$ cat src/hdl/abst_pkg.sv
package abst_pkg;

  localparam int IN_KEY_W = 16;
  localparam int SLOT_IDX_W = 8;
  localparam int HEIGHT_W = 4;

  typedef enum logic [1:0] {
    OP_INSERT = 2'd0,
    OP_DELETE = 2'd1,
    OP_SEARCH = 2'd2,
    OP_HEIGHT = 2'd3
  } op_t;

  typedef enum logic [1:0] {
    ST_DONE = 2'd0,
    ST_DUP  = 2'd1,
    ST_MISS = 2'd2,
    ST_FULL = 2'd3
  } status_t;

  typedef enum logic [3:0] {
    S_CLEAR,
    S_IDLE,
    S_LOC_RD,
    S_LOC_CMP,
    S_DEL_RDL,
    S_DEL_CHKL,
    S_DEL_CHKR,
    S_CH_RD,
    S_CH_CMP,
    S_LM_RD,
    S_LM_CMP,
    S_FINISH
  } back_state_t;

  // Head of the request queue, as seen by the back end.
  typedef struct packed {
    logic                valid;
    op_t                 op;
    logic [IN_KEY_W-1:0] key;
  } q_item_t;

  // Back end control toward the front end.
  typedef struct packed {
    logic pop;
    logic accept_en;
  } bk_stat_t;

endpackage

$ cat src/hdl/abst_if.sv
interface abst_in_if;
  logic        valid;
  logic        ready;
  logic [1:0]  kind;
  logic [15:0] key;

  modport source (output valid, output kind, output key, input ready);
  modport sink (input valid, input kind, input key, output ready);
endinterface


$ cat src/hdl/abst_front.sv
module abst_front (
  input  logic                clk,
  input  logic                rst_n,
  abst_in_if.sink             in_ch,
  input  abst_pkg::bk_stat_t  stat,
  output abst_pkg::q_item_t   head
);

  typedef struct packed {
    abst_pkg::op_t                 op;
    logic [abst_pkg::IN_KEY_W-1:0] key;
  } entry_t;

  entry_t     ent_r [2];
  logic       wr_ptr_r, wr_ptr_nxt;
  logic       rd_ptr_r, rd_ptr_nxt;
  logic [1:0] cnt_r, cnt_nxt;
  logic       push;
  logic       pop;

  assign in_ch.ready = (cnt_r != 2'd2) && stat.accept_en;
  assign push = in_ch.valid && in_ch.ready;
  assign pop  = stat.pop && (cnt_r != 2'd0);

  assign head.valid = (cnt_r != 2'd0);
  assign head.op    = ent_r[rd_ptr_r].op;
  assign head.key   = ent_r[rd_ptr_r].key;

  always_comb begin
    wr_ptr_nxt = push ? ~wr_ptr_r : wr_ptr_r;
    rd_ptr_nxt = pop ? ~rd_ptr_r : rd_ptr_r;
    cnt_nxt    = cnt_r + {1'b0, push} - {1'b0, pop};
  end

  always_ff @(posedge clk) begin
    if (!rst_n) begin
      wr_ptr_r <= 1'b0;
      rd_ptr_r <= 1'b0;
      cnt_r    <= 2'd0;
    end else begin
      wr_ptr_r <= wr_ptr_nxt;
      rd_ptr_r <= rd_ptr_nxt;
      cnt_r    <= cnt_nxt;
    end
  end

  // The request kind maps straight onto the operation code.
  always_ff @(posedge clk) begin
    if (push) begin
      ent_r[wr_ptr_r].op  <= abst_pkg::op_t'(in_ch.kind);
      ent_r[wr_ptr_r].key <= in_ch.key;
    end
  end

endmodule

$ cat src/flat_wrapper.sv
// flat-port wrapper written by rule: the top's interface ports become plain ports
module abst_front_flat 
  (clk, rst_n, stat, head, in_ch_valid, in_ch_kind, in_ch_key, in_ch_ready);
  abst_in_if in_ch_i ();
  input  logic clk;
  input  logic rst_n;
  input  abst_pkg::bk_stat_t stat;
  output abst_pkg::q_item_t head;
  input wire logic [$bits(in_ch_i.valid)-1:0] in_ch_valid;
  input wire logic [$bits(in_ch_i.kind)-1:0] in_ch_kind;
  input wire logic [$bits(in_ch_i.key)-1:0] in_ch_key;
  output wire logic [$bits(in_ch_i.ready)-1:0] in_ch_ready;
  assign in_ch_i.valid = in_ch_valid;
  assign in_ch_i.kind = in_ch_kind;
  assign in_ch_i.key = in_ch_key;
  assign in_ch_ready = in_ch_i.ready;
  abst_front u_core (.clk(clk), .rst_n(rst_n), .in_ch(in_ch_i), .stat(stat), .head(head));
endmodule
$ cat config.mk
export PLATFORM = sky130hd
export DESIGN_NAME = abst_front_flat
export DESIGN_NICKNAME = d
export VERILOG_FILES = /design/src/hdl/abst_pkg.sv /design/src/hdl/abst_if.sv /design/src/hdl/abst_front.sv /design/src/flat_wrapper.sv
export SDC_FILE = /design/constraint.sdc
export NUM_CORES = 1
export LEC_CHECK = 0
export BUFFER_PORTS_ARGS = -buffer_cell sky130_fd_sc_hd__buf_2
export CAP_MARGIN = 40
export CORE_MARGIN = 2
export CORE_UTILIZATION = 51
export DETAILED_ROUTE_END_ITERATION = 12
export PLACE_DENSITY = 0.75
export SYNTH_ARGS = -nofsm -noshare
export SYNTH_HDL_FRONTEND = slang
export SYNTH_SLANG_ARGS = --single-unit
$ cat constraint.sdc
create_clock -name clk -period 2.1 [get_ports clk]
set_input_delay 0.21 -clock clk [delete_from_list [all_inputs] [get_ports clk]]
set_output_delay 0.21 -clock clk [all_outputs]
set_load 0.05 [all_outputs]
== Yosys cells after proc, flatten, opt, wreduce, memory -nomap -nowiden ==
Memories as Yosys holds them, arrays and structs flattened. A register that Yosys moved wholly into a read port is not among the register bits.
Index checks and enable logic that the tools add are counted.
Word-level totals
  memory bits (writable): 36
  output and inout port bits: 20
  logic and storage cells: 17
  flip-flop bits (word level): 4
  memories kept: 1
  input port bits: 23
Memories
  u_core.ent_r: depth 2, bits a word 18, read ports 1, clocked after Yosys merged registers in 1, write ports 1, RTL line abst_front.sv:14  | entry_t ent_r [2];
Cells by class
  multiplexer cells: 4
  bitwise logic cells: 2
  reduce and logical (&&, ||, !) cells: 4
  add/subtract/negate cells: 2
  equality and inequality tests: 1
Operators with widths (count)
  1-bit two-way mux: 4
  1-bit logical AND: 3
  2-bit by 1-bit adder with 2-bit output: 1
  2-bit != test, second input constant: 1
  1-bit NOT: 2
  2-bit nonzero test: 1
  2-bit by 1-bit subtractor with 2-bit output: 1

== Depth between registers and ports, before layout ==
Gate-level depths: netlist of run 1.
  word-level depth: 5
  mapped depth: 7
  gate-level depth less buffers: 7

== Worst setup path after synthesis of run 1 ==
Ideal clock, no wire load.
  kind: reg2reg
  start: register u_core.cnt_r[0]
  end: memory u_core.ent_r[0][0] in the netlist's numbering (enable)
  period minus slack after synthesis: 1.898 ns
  path buffers: 0
  stages on the path, launching flop included: 4
  library setup time: 0.395 ns
  slack: 0.202 ns
  arrival: 1.504 ns
  data required time: 1.705 ns
  cells stage by stage: dfxtp_1 > nand2b_1 > and3_4 > nor2b_1
On the way
  longest elaborated chain between the ends: 5
Ends and longest elaborated chain
  from (decl): RTL line abst_front.sv:17  | logic [1:0] cnt_r, cnt_nxt;
  from (signal assigned): RTL line abst_front.sv:43  | cnt_r <= cnt_nxt;
  2-bit != test: RTL line abst_front.sv:21  | assign in_ch.ready = (cnt_r != 2'd2) && stat.accept_en;
  1-bit logical AND: RTL line abst_front.sv:21
  1-bit logical AND: RTL line abst_front.sv:22  | assign push = in_ch.valid && in_ch.ready;
  1-bit two-way mux: RTL line abst_front.sv:49  | if (push) begin
  1-bit two-way mux (not written as such): RTL line abst_front.sv:51  | ent_r[wr_ptr_r].key <= in_ch.key;
  to (decl): RTL line abst_front.sv:14
Every way passes these cells.

==> results.toml, run 1 <==
[run_status]
outcome = "finished, final reports clean"

[setup_path]
critPathTopFamily = "buffers and inverters"
slowest_delay_ns = 0.38
cp-end-kind = "primary output"
reg2reg_from = "u_core.cnt_r[0]"
crit_fanout = 18
crit_required_ns = 1.89
criticalPathCategory = "flop to primary output"
crit_slowest_cell = "mux2_2"
cp-start-kind = "flop"
crit_buf_inv = 2
critPathArrivalTime_ns = 1.55
crit_path_cell_trace = "buf_4, mux2_2, buf_2"

[yosys]
synthCells = 84
synth_largest_area_cell = "edfxtp_1"
yosysSeqAreaShare = 0.736
yosys_warnings = 0
synth_cell_types = 20
syn_area_per_cell_sq_um = 19.1
yosys_register_bits = 41
yosysTopAreaCellShare = 0.673
syn-num-nets = 109
synth-edff-count = 36
yosys-top-cells-count = "36 x edfxtp_1, 10 x mux2_4, 8 x mux2_2"
yosysMostFrequentCell = "edfxtp_1"
synthFlopType = "edfxtp_1"
syn_area_sq_um = 1610
synth_area_leaders = "edfxtp_1 67%, mux2_4 9.4%, dfxtp_1 6.2%"
synthArstFlopShare = 0

[power_and_ir_drop]
p_total_w = 0.00220
power_density_nw_per_um2 = 1140
leakage_nw = 0.778
vdd_drop_max_v = 0.000618

[clocking]
holdBufCountCts = 0
cts_resized = 0
clkLatencyLatePin_ns = 0.35
clock_path_buffers = 2
clk_pin_slew_ns = 0.12
post_cts_buffers = 0
cts_root_buf = "clkbuf_4"
cts_sinks = 41
numCtsBuffers = 5
tritoncts = "done"
htree_levels = 2

[worst_hold_path]
hold_path.class = "primary input to flop"
hp-start = "in_ch_key[5]"

[sta]
final_hold_viol_count = 0
clock.fmax_mhz = 569
grt_setup_unrepaired = "no"
fin_setup_tns_ns = 0
post-route-period-util = 0.837
tightest_slew_ns = 0.411
period_needed_ns = 1.76
slew_viol_final = 0
skew_ns = 0.0114
worst_slew_margin_rel = 0.725
setup_viol = 0
whs_ns = 0.0432

[final_layout]
n_fill_cell = 219
fin_nets = 161
n_antenna_cell = 0
drive_gt1_frac = 0.547
regArea_sq_um = 1180
multiInputGateArea_sq_um = 384
final_cells = 181
area_growth_pct = 20.3
fin_util = 0.638

[routing]
antenna_left = 0
postRouteWirelength_um = 2410
routedWlPerCell_um = 13.3
vias = 856
avgViaCountPerCell = 4.73
drt_iter0_markers = 21
remaining_drc_errors = 0
dr.pass1.iters = 3

[placed_design]
numPortBuffers = 42
place_inst = 173
dpl.hpwl_um = 1810

[floorplanning]
die_h_um = 60.1
io_pins = 43
die_w_um = 60.1
fp.coreArea_sq_um = 3030
row_count = 20
start_util = 0.530
dieArea_sq_um = 3610

[global_routing]
antenna_found_initial = 0
globalRouteOverflowTotal = 0
grt_usage = 0.154
grt_pass1_wl_um = 3770
grt_max_degree = 19
grt_pass1_vias = 835

[job]
cap_violations = 0
## layout make-up
class,instances,share of cell area
sequential,41,0.612
clock buffer,6,0.0214
inverter,3,0.00583
multi-input combinational,38,0.199
clock inverter,2,0.00518
tap,44,0.0285
timing repair buffer,47,0.128
## cell usage in the layout, fill, tap and decap left out, types with 2 or more instances in the layout
| master | count |
|---|---|
| buf_2 | 42 |
| edfxtp_1 | 36 |
| mux2_4 | 10 |
| mux2_2 | 8 |
| dfxtp_1 | 5 |
| clkbuf_4 | 5 |
| buf_4 | 5 |
| and2_1 | 4 |
| inv_1 | 3 |
| nor2_1 | 3 |
| nand2b_1 | 2 |
| ha_1 | 2 |
| clkinv_2 | 2 |
## per-layer routing
| layer | vias up | track usage | wire length (um) |
|---|---|---|---|
| li1 | 417 | - | - |
| met4 | 0 | 0.0667 | 42 |
| met5 | - | 0 | 0 |
| met2 | 23 | 0.250 | 1240 |
| met1 | 410 | 0.169 | 980 |
| met3 | 6 | 0.0779 | 142 |
## per-stage QoR
| stage | setup WS, ns | area [sq um] |
|---|---|---|
| after floorplan | 0.202 | 1610 |
| after global placement | 0.569 | 1880 |
| after detailed placement | 0.459 | 1880 |
| after CTS | 0.323 | 1930 |
| after global routing | 0.257 | 1930 |
| final | 0.343 | 1930 |
## final timing paths
check,depth (start not counted),slack (ns),endpoint
min reg2reg,2,0.51,u_core.wr_ptr_r
min,1,0.04,u_core.ent_r[1][5]
max,3,0.34,head[5]
max reg2reg,4,0.44,u_core.ent_r[0][5]
## kinds of logic after synthesis
| kind of cell | share of synthesized area |
|---|---|
| buffers and inverters | 0.0265 |
| DFF | 0.736 |
| adders and majority gates | 0.0156 |
| muxes | 0.156 |
| and+or+nand+nor | 0.0507 |
| AOI/OAI and AO/OA | 0.00468 |
| xor gates and xnor gates | 0.0109 |
## power breakdown
part	switching [W]	internal [W]
clock network	0.000238	0.000128
registers	0.0000314	0.000966
logic	0.000552	0.000283
total	0.000821	0.00138
## flip-flops by register name, summed over array words and instances, names as in the netlist, named ones only
signal / count
u_core.cnt_r: 2
u_core.ent_r: 36
u_core.wr_ptr_r: 1
u_core.rd_ptr_r: 1
No activity file was read; power rests on OpenSTA's default activity.
==> inputs of run 2 (changes only) <==
- clock period: 2.1 -> 1.76 ns (I/O delays scaled with it)
==> results.toml, run 2 (synthesis results as in run 1) <==
[global_routing]
antenna_found_initial = 0
grtUsageMet1 = 0.156
grt.met2_usage = 0.248
met3_usage = 0.0584
grt_max_degree = 19
busiest_layer = "met2"
grt_pass1_vias = 829
grt_usage = 0.144
grt_pass1_wl_um = 3570
globalRouteOverflowTotal = 0

[final_layout]
largest_reg_flops = 36
area_growth_pct = 26.3
final_common_cell = "buf_2"
largestRegisters = "u_core.ent_r: 36 flops, u_core.cnt_r: 2 flops"
final_cell_mix = "42 x buf_2, 36 x edfxtp_1, 10 x mux2_4"
fin_nets = 170
top_register = "u_core.ent_r"
n_fill_cell = 228
n_antenna_cell = 0
stdcell_area_sq_um = 2030
drive_gt1_frac = 0.507

[placed_design]
placed_area_sq_um = 1880
gp_congestion = 0.618
numPortBuffers = 42
dpl.hpwl_um = 1690

[clocking]
numCtsBuffers = 5
post_cts_buffers = 0
clk_pin_slew_ns = 0.11
cts_sinks = 41
cts_root_buf = "clkbuf_4"
clock_path_buffers = 2
htree_levels = 2
clkLatencyLatePin_ns = 0.34
tritoncts = "done"

[floorplanning]
dieArea_sq_um = 3610
start_util = 0.530
io_pins = 43
fp.coreArea_sq_um = 3030
die_h_um = 60.1
die_w_um = 60.1
row_count = 20

[routing]
routedWlPerCell_um = 13.1
drt_iter0_markers = 14
antenna_left = 0
remaining_drc_errors = 0
avgViaCountPerCell = 4.74
dr.pass1.iters = 4
postRouteWirelength_um = 2490
vias = 900

[sta]
period_needed_ns = 1.68
slew_viol_final = 0
worst_slew_margin_rel = 0.839
tightest_slew_ns = 0.241
clock.fmax_mhz = 594
skew_ns = 0.0115
setup_viol = 0
final_hold_viol_count = 0
grt_setup_unrepaired = "no"
fin_setup_tns_ns = 0
post-route-period-util = 0.957

[setup_path]
critPathArrivalTime_ns = 1.51
cp-start-kind = "flop"
crit_slowest_cell = "mux2_2"
criticalPathCategory = "flop to primary output"
crit_fanout = 11
cp-end-kind = "primary output"
crit_required_ns = 1.58
rrSetupSlack_ns = 0.19
crit_path_cell_trace = "buf_4, mux2_2, buf_2"
slowest_delay_ns = 0.37

[power_and_ir_drop]
swShare = 0.363
power_density_nw_per_um2 = 1320
leakage_nw = 0.816
p_switching_w = 0.000974
seq_power_share = 0.445
comb_power_share = 0.380
vdd_drop_max_v = 0.000719
clock_power_share = 0.175
p_int_w = 0.00171

[run_status]
outcome = "finished, final reports clean"

[job]
cap_violations = 0

[worst_hold_path]
hold_path.class = "primary input to flop"
-- run 2: changes by cell type in the layout (fill, tap and decap cells not counted) --
cell / before / now
clkinv_2: 2 / 0
dlygate4sd3_1: 0 / 9
clkbuf_8: 0 / 1
clkbuf_1: 1 / 2
-- run 2: power groups by stage --
stage / combinational, W / sequential [W] / clock [W]
floorplan: 0.000855 / 0.00120 / 0
global placement: 0.000994 / 0.00121 / 0
detailed placement: 0.00101 / 0.00122 / 0
CTS: 0.00102 / 0.00119 / 0.000485
global route: 0.00109 / 0.00120 / 0.000531
finish: 0.00102 / 0.00119 / 0.000470
-- run 2: layer usage --
metal / part of all wire / wire length [um] / vias up
li1: - / - / 432
met1: 0.40 / 998 / 431
met2: 0.53 / 1320 / 34
met3: 0.062 / 153 / 3
met4: 0.0068 / 17 / 0
met5: 0 / 0 / -
-- run 2: path summary, 6_finish.rpt --
path,startpoint,end,cells past startpoint
setup / recovery,flop,head[6],3
hold / removal,in_ch_key[3],u_core.ent_r[1][3],1
setup reg to reg,u_core.cnt_r[1],u_core.cnt_r[1],7
hold reg to reg,u_core.wr_ptr_r,u_core.wr_ptr_r,2
-- run 2: cell type report --
class	instances	area, sq um	share of cell area
Inverter	3	11.3	0.00555
Multi-Input combinational cell	38	384	0.189
Timing Repair Buffer	56	338	0.167
Clock buffer	8	58.8	0.0290
Sequential cell	41	1180	0.582
Tap cell	44	55.1	0.0271
-- run 2: through the flow --
stage | hold WS [ns] | std cells | utilization | worst slack [ns] | power, W
floorplan | 0.275 | 84 | - | 0.193 | 0.00206
global placement | 0.363 | 173 | 0.621 | 0.291 | 0.00220
detailed placement | 0.369 | 173 | 0.621 | 0.195 | 0.00223
CTS | 0.000711 | 181 | 0.640 | 0.0458 | 0.00270
global route | 0.000392 | 190 | 0.670 | 0.00748 | 0.00283
finish | 0.0181 | 190 | 0.670 | 0.0764 | 0.00268
-- run 2: timing repair --
| item | 4_1_cts | 5_1_grt |
|---|---|---|
| hold buffers | 0 | 9 |
| resized for setup | 0 | 0 |
| endpoints found under the setup margin | 0 | 0 |
| endpoints found under the hold margin | 0 | 16 |
-- run 2: worst max-delay path: cells and delay by family (launching register included) --
family	cells	cell delay [ns]
buffers and inverters	2	0.44
DFF	1	0.35
muxes	1	0.37
==> inputs of run 3 (changes only) <==
- CORE_UTILIZATION: 51 -> 53
- CTS_BUF_LIST: unset -> sky130_fd_sc_hd__clkbuf_8
- PLACE_DENSITY: 0.75 -> 0.77
==> results.toml, run 3 (synthesis results as in run 1) <==
[floorplanning]
die_h_um = 59.0
row_count = 19
io_pins = 43
fp.coreArea_sq_um = 2810
dieArea_sq_um = 3490
start_util = 0.572
die_w_um = 59.0

[sta]
skew_ns = 0.00366
setup_viol = 0
tightest_slew_ns = 0.253
slew_viol_final = 0
whs_ns = 0.0821
final_hold_viol_count = 0
period_needed_ns = 1.57
post-route-period-util = 0.889
worst_slew_margin_rel = 0.832
fin_setup_tns_ns = 0
grt_setup_unrepaired = "no"
clock.fmax_mhz = 639

[power_and_ir_drop]
swShare = 0.354
p_int_w = 0.00176
p_switching_w = 0.000965
seq_power_share = 0.437
vdd_drop_max_v = 0.000807
leakage_nw = 0.794
p_total_w = 0.00273
power_density_nw_per_um2 = 1400
clock_power_share = 0.196
comb_power_share = 0.368

[final_layout]
final_cell_mix = "42 x buf_2, 36 x edfxtp_1, 10 x mux2_4"
fin_nets = 162
area_growth_pct = 21.3
final_common_cell = "buf_2"
stdcell_area_sq_um = 1950
largest_reg_flops = 36
top_register = "u_core.ent_r"
drive_gt1_frac = 0.540
largestRegisters = "u_core.ent_r: 36 flops, u_core.cnt_r: 2 flops"
n_antenna_cell = 0

[clocking]
holdBufCountCts = 0
cts_root_buf = "clkbuf_8"
cts_sinks = 41
cts_resized = 0
post_cts_buffers = 0
htree_levels = 2
clkLatencyLatePin_ns = 0.28
tritoncts = "done"
clock_path_buffers = 2
numCtsBuffers = 5
clk_pin_slew_ns = 0.07

[global_routing]
grt_usage = 0.145
grt_pass1_wl_um = 3540
antenna_found_initial = 0
globalRouteOverflowTotal = 0
grt_max_degree = 12
grt_pass1_vias = 868

[setup_path]
crit_fanout = 5
crit_required_ns = 1.96
critPathArrivalTime_ns = 1.76
slowest_delay_ns = 0.34
r2r_end = "u_core.cnt_r[1]"
criticalPathCategory = "flop to flop"
cp-start-kind = "flop"
crit_buf_inv = 1
crit_slowest_cell = "dfxtp_1"
crit_path_cell_trace = "o21a_1, ha_1, inv_1, ha_1, xor2_1, and2_1, nor3_1"
cpMostUsedCell = "ha_1"
cp-end-kind = "flop"
rrSetupSlack_ns = 0.19
critPathTopFamily = "adder cells"
reg2reg_from = "u_core.cnt_r[1]"
r2r_cells = 7

[routing]
dr.pass1.iters = 4
postRouteWirelength_um = 2260
drt_iter0_markers = 14
routedWlPerCell_um = 13.5
vias = 848
antenna_left = 0
avgViaCountPerCell = 5.05
remaining_drc_errors = 0

[worst_hold_path]
hold_path.class = "primary input to flop"
min_to = "u_core.ent_r[0][6]"
holdPathStages = 1
hp-start = "in_ch_key[6]"

[run_status]
outcome = "finished, final reports clean"

[placed_design]
gp_congestion = 0.715
placed_area_sq_um = 1870
dpl.hpwl_um = 1720
numPortBuffers = 42

[job]
cap_violations = 0
-- run 3: changes by cell type in the layout (fill, tap and decap cells not counted), sizes merged --
cell and delta:
buf +1, clkbuf -3, clkinv +1, dlygate4sd3 -9, inv +1
-- run 3: per-layer routing --
layer / share of wire / track usage / up-vias
met5: 0 / 0 / -
met3: 0.066 / 0.0480 / 5
met1: 0.37 / 0.141 / 402
met2: 0.55 / 0.267 / 29
met4: 0.014 / 0.0779 / 0
li1: - / - / 412
-- run 3: final cells by class --
cell class / count / area [sq um]
flip-flops and latches: 41 / 1180
fillers: 213 / 858
multi-input cells: 38 / 384
repair buffers: 48 / 255
clock buffers: 5 / 68.8
well taps: 31 / 38.8
inverters: 3 / 11.3
clock inverters: 2 / 7.51
-- run 3: worst register-to-register path, stage by stage (launching register included) --
cell	delay, ns
dfxtp_1	0.34
o21a_1	0.22
ha_1	0.28
inv_1	0.04
ha_1	0.18
xor2_1	0.15
and2_1	0.16
nor3_1	0.13
-- run 3: worst max path at each step --
stage / start / endpoint / cells past startpoint / slack [ns]
after floorplan: u_core.cnt_r[0] / u_core.ent_r[0][0] / 3 / 0.19
after detailed placement: u_core.cnt_r[1] / u_core.cnt_r[1] / 7 / 0.18
after global routing: u_core.cnt_r[1] / u_core.cnt_r[1] / 7 / 0.06
after global placement: u_core.cnt_r[1] / u_core.cnt_r[1] / 7 / 0.29
after CTS: u_core.cnt_r[1] / u_core.cnt_r[1] / 7 / 0.17
final: u_core.cnt_r[1] / u_core.cnt_r[1] / 7 / 0.19
-- run 3: power groups by stage --
stage	logic [W]	registers [W]	clock network [W]
detailed placement	0.00101	0.00121	0
finish	0.00100	0.00119	0.000533
global placement	0.000999	0.00121	0
CTS	0.00102	0.00119	0.000555
global route	0.00107	0.00120	0.000587
floorplan	0.000855	0.00120	0
-- run 3: stage by stage --
| step | setup WS [ns] | std cells | utilization |
|---|---|---|---|
| 6_report | 0.195 | 168 | 0.694 |
| 5_1_grt | 0.0598 | 168 | 0.694 |
| 4_1_cts | 0.165 | 168 | 0.694 |
| 3_5_place_dp | 0.182 | 161 | 0.667 |
| 3_3_place_gp | 0.288 | 161 | 0.667 |
| 2_1_floorplan | 0.193 | 84 | - |
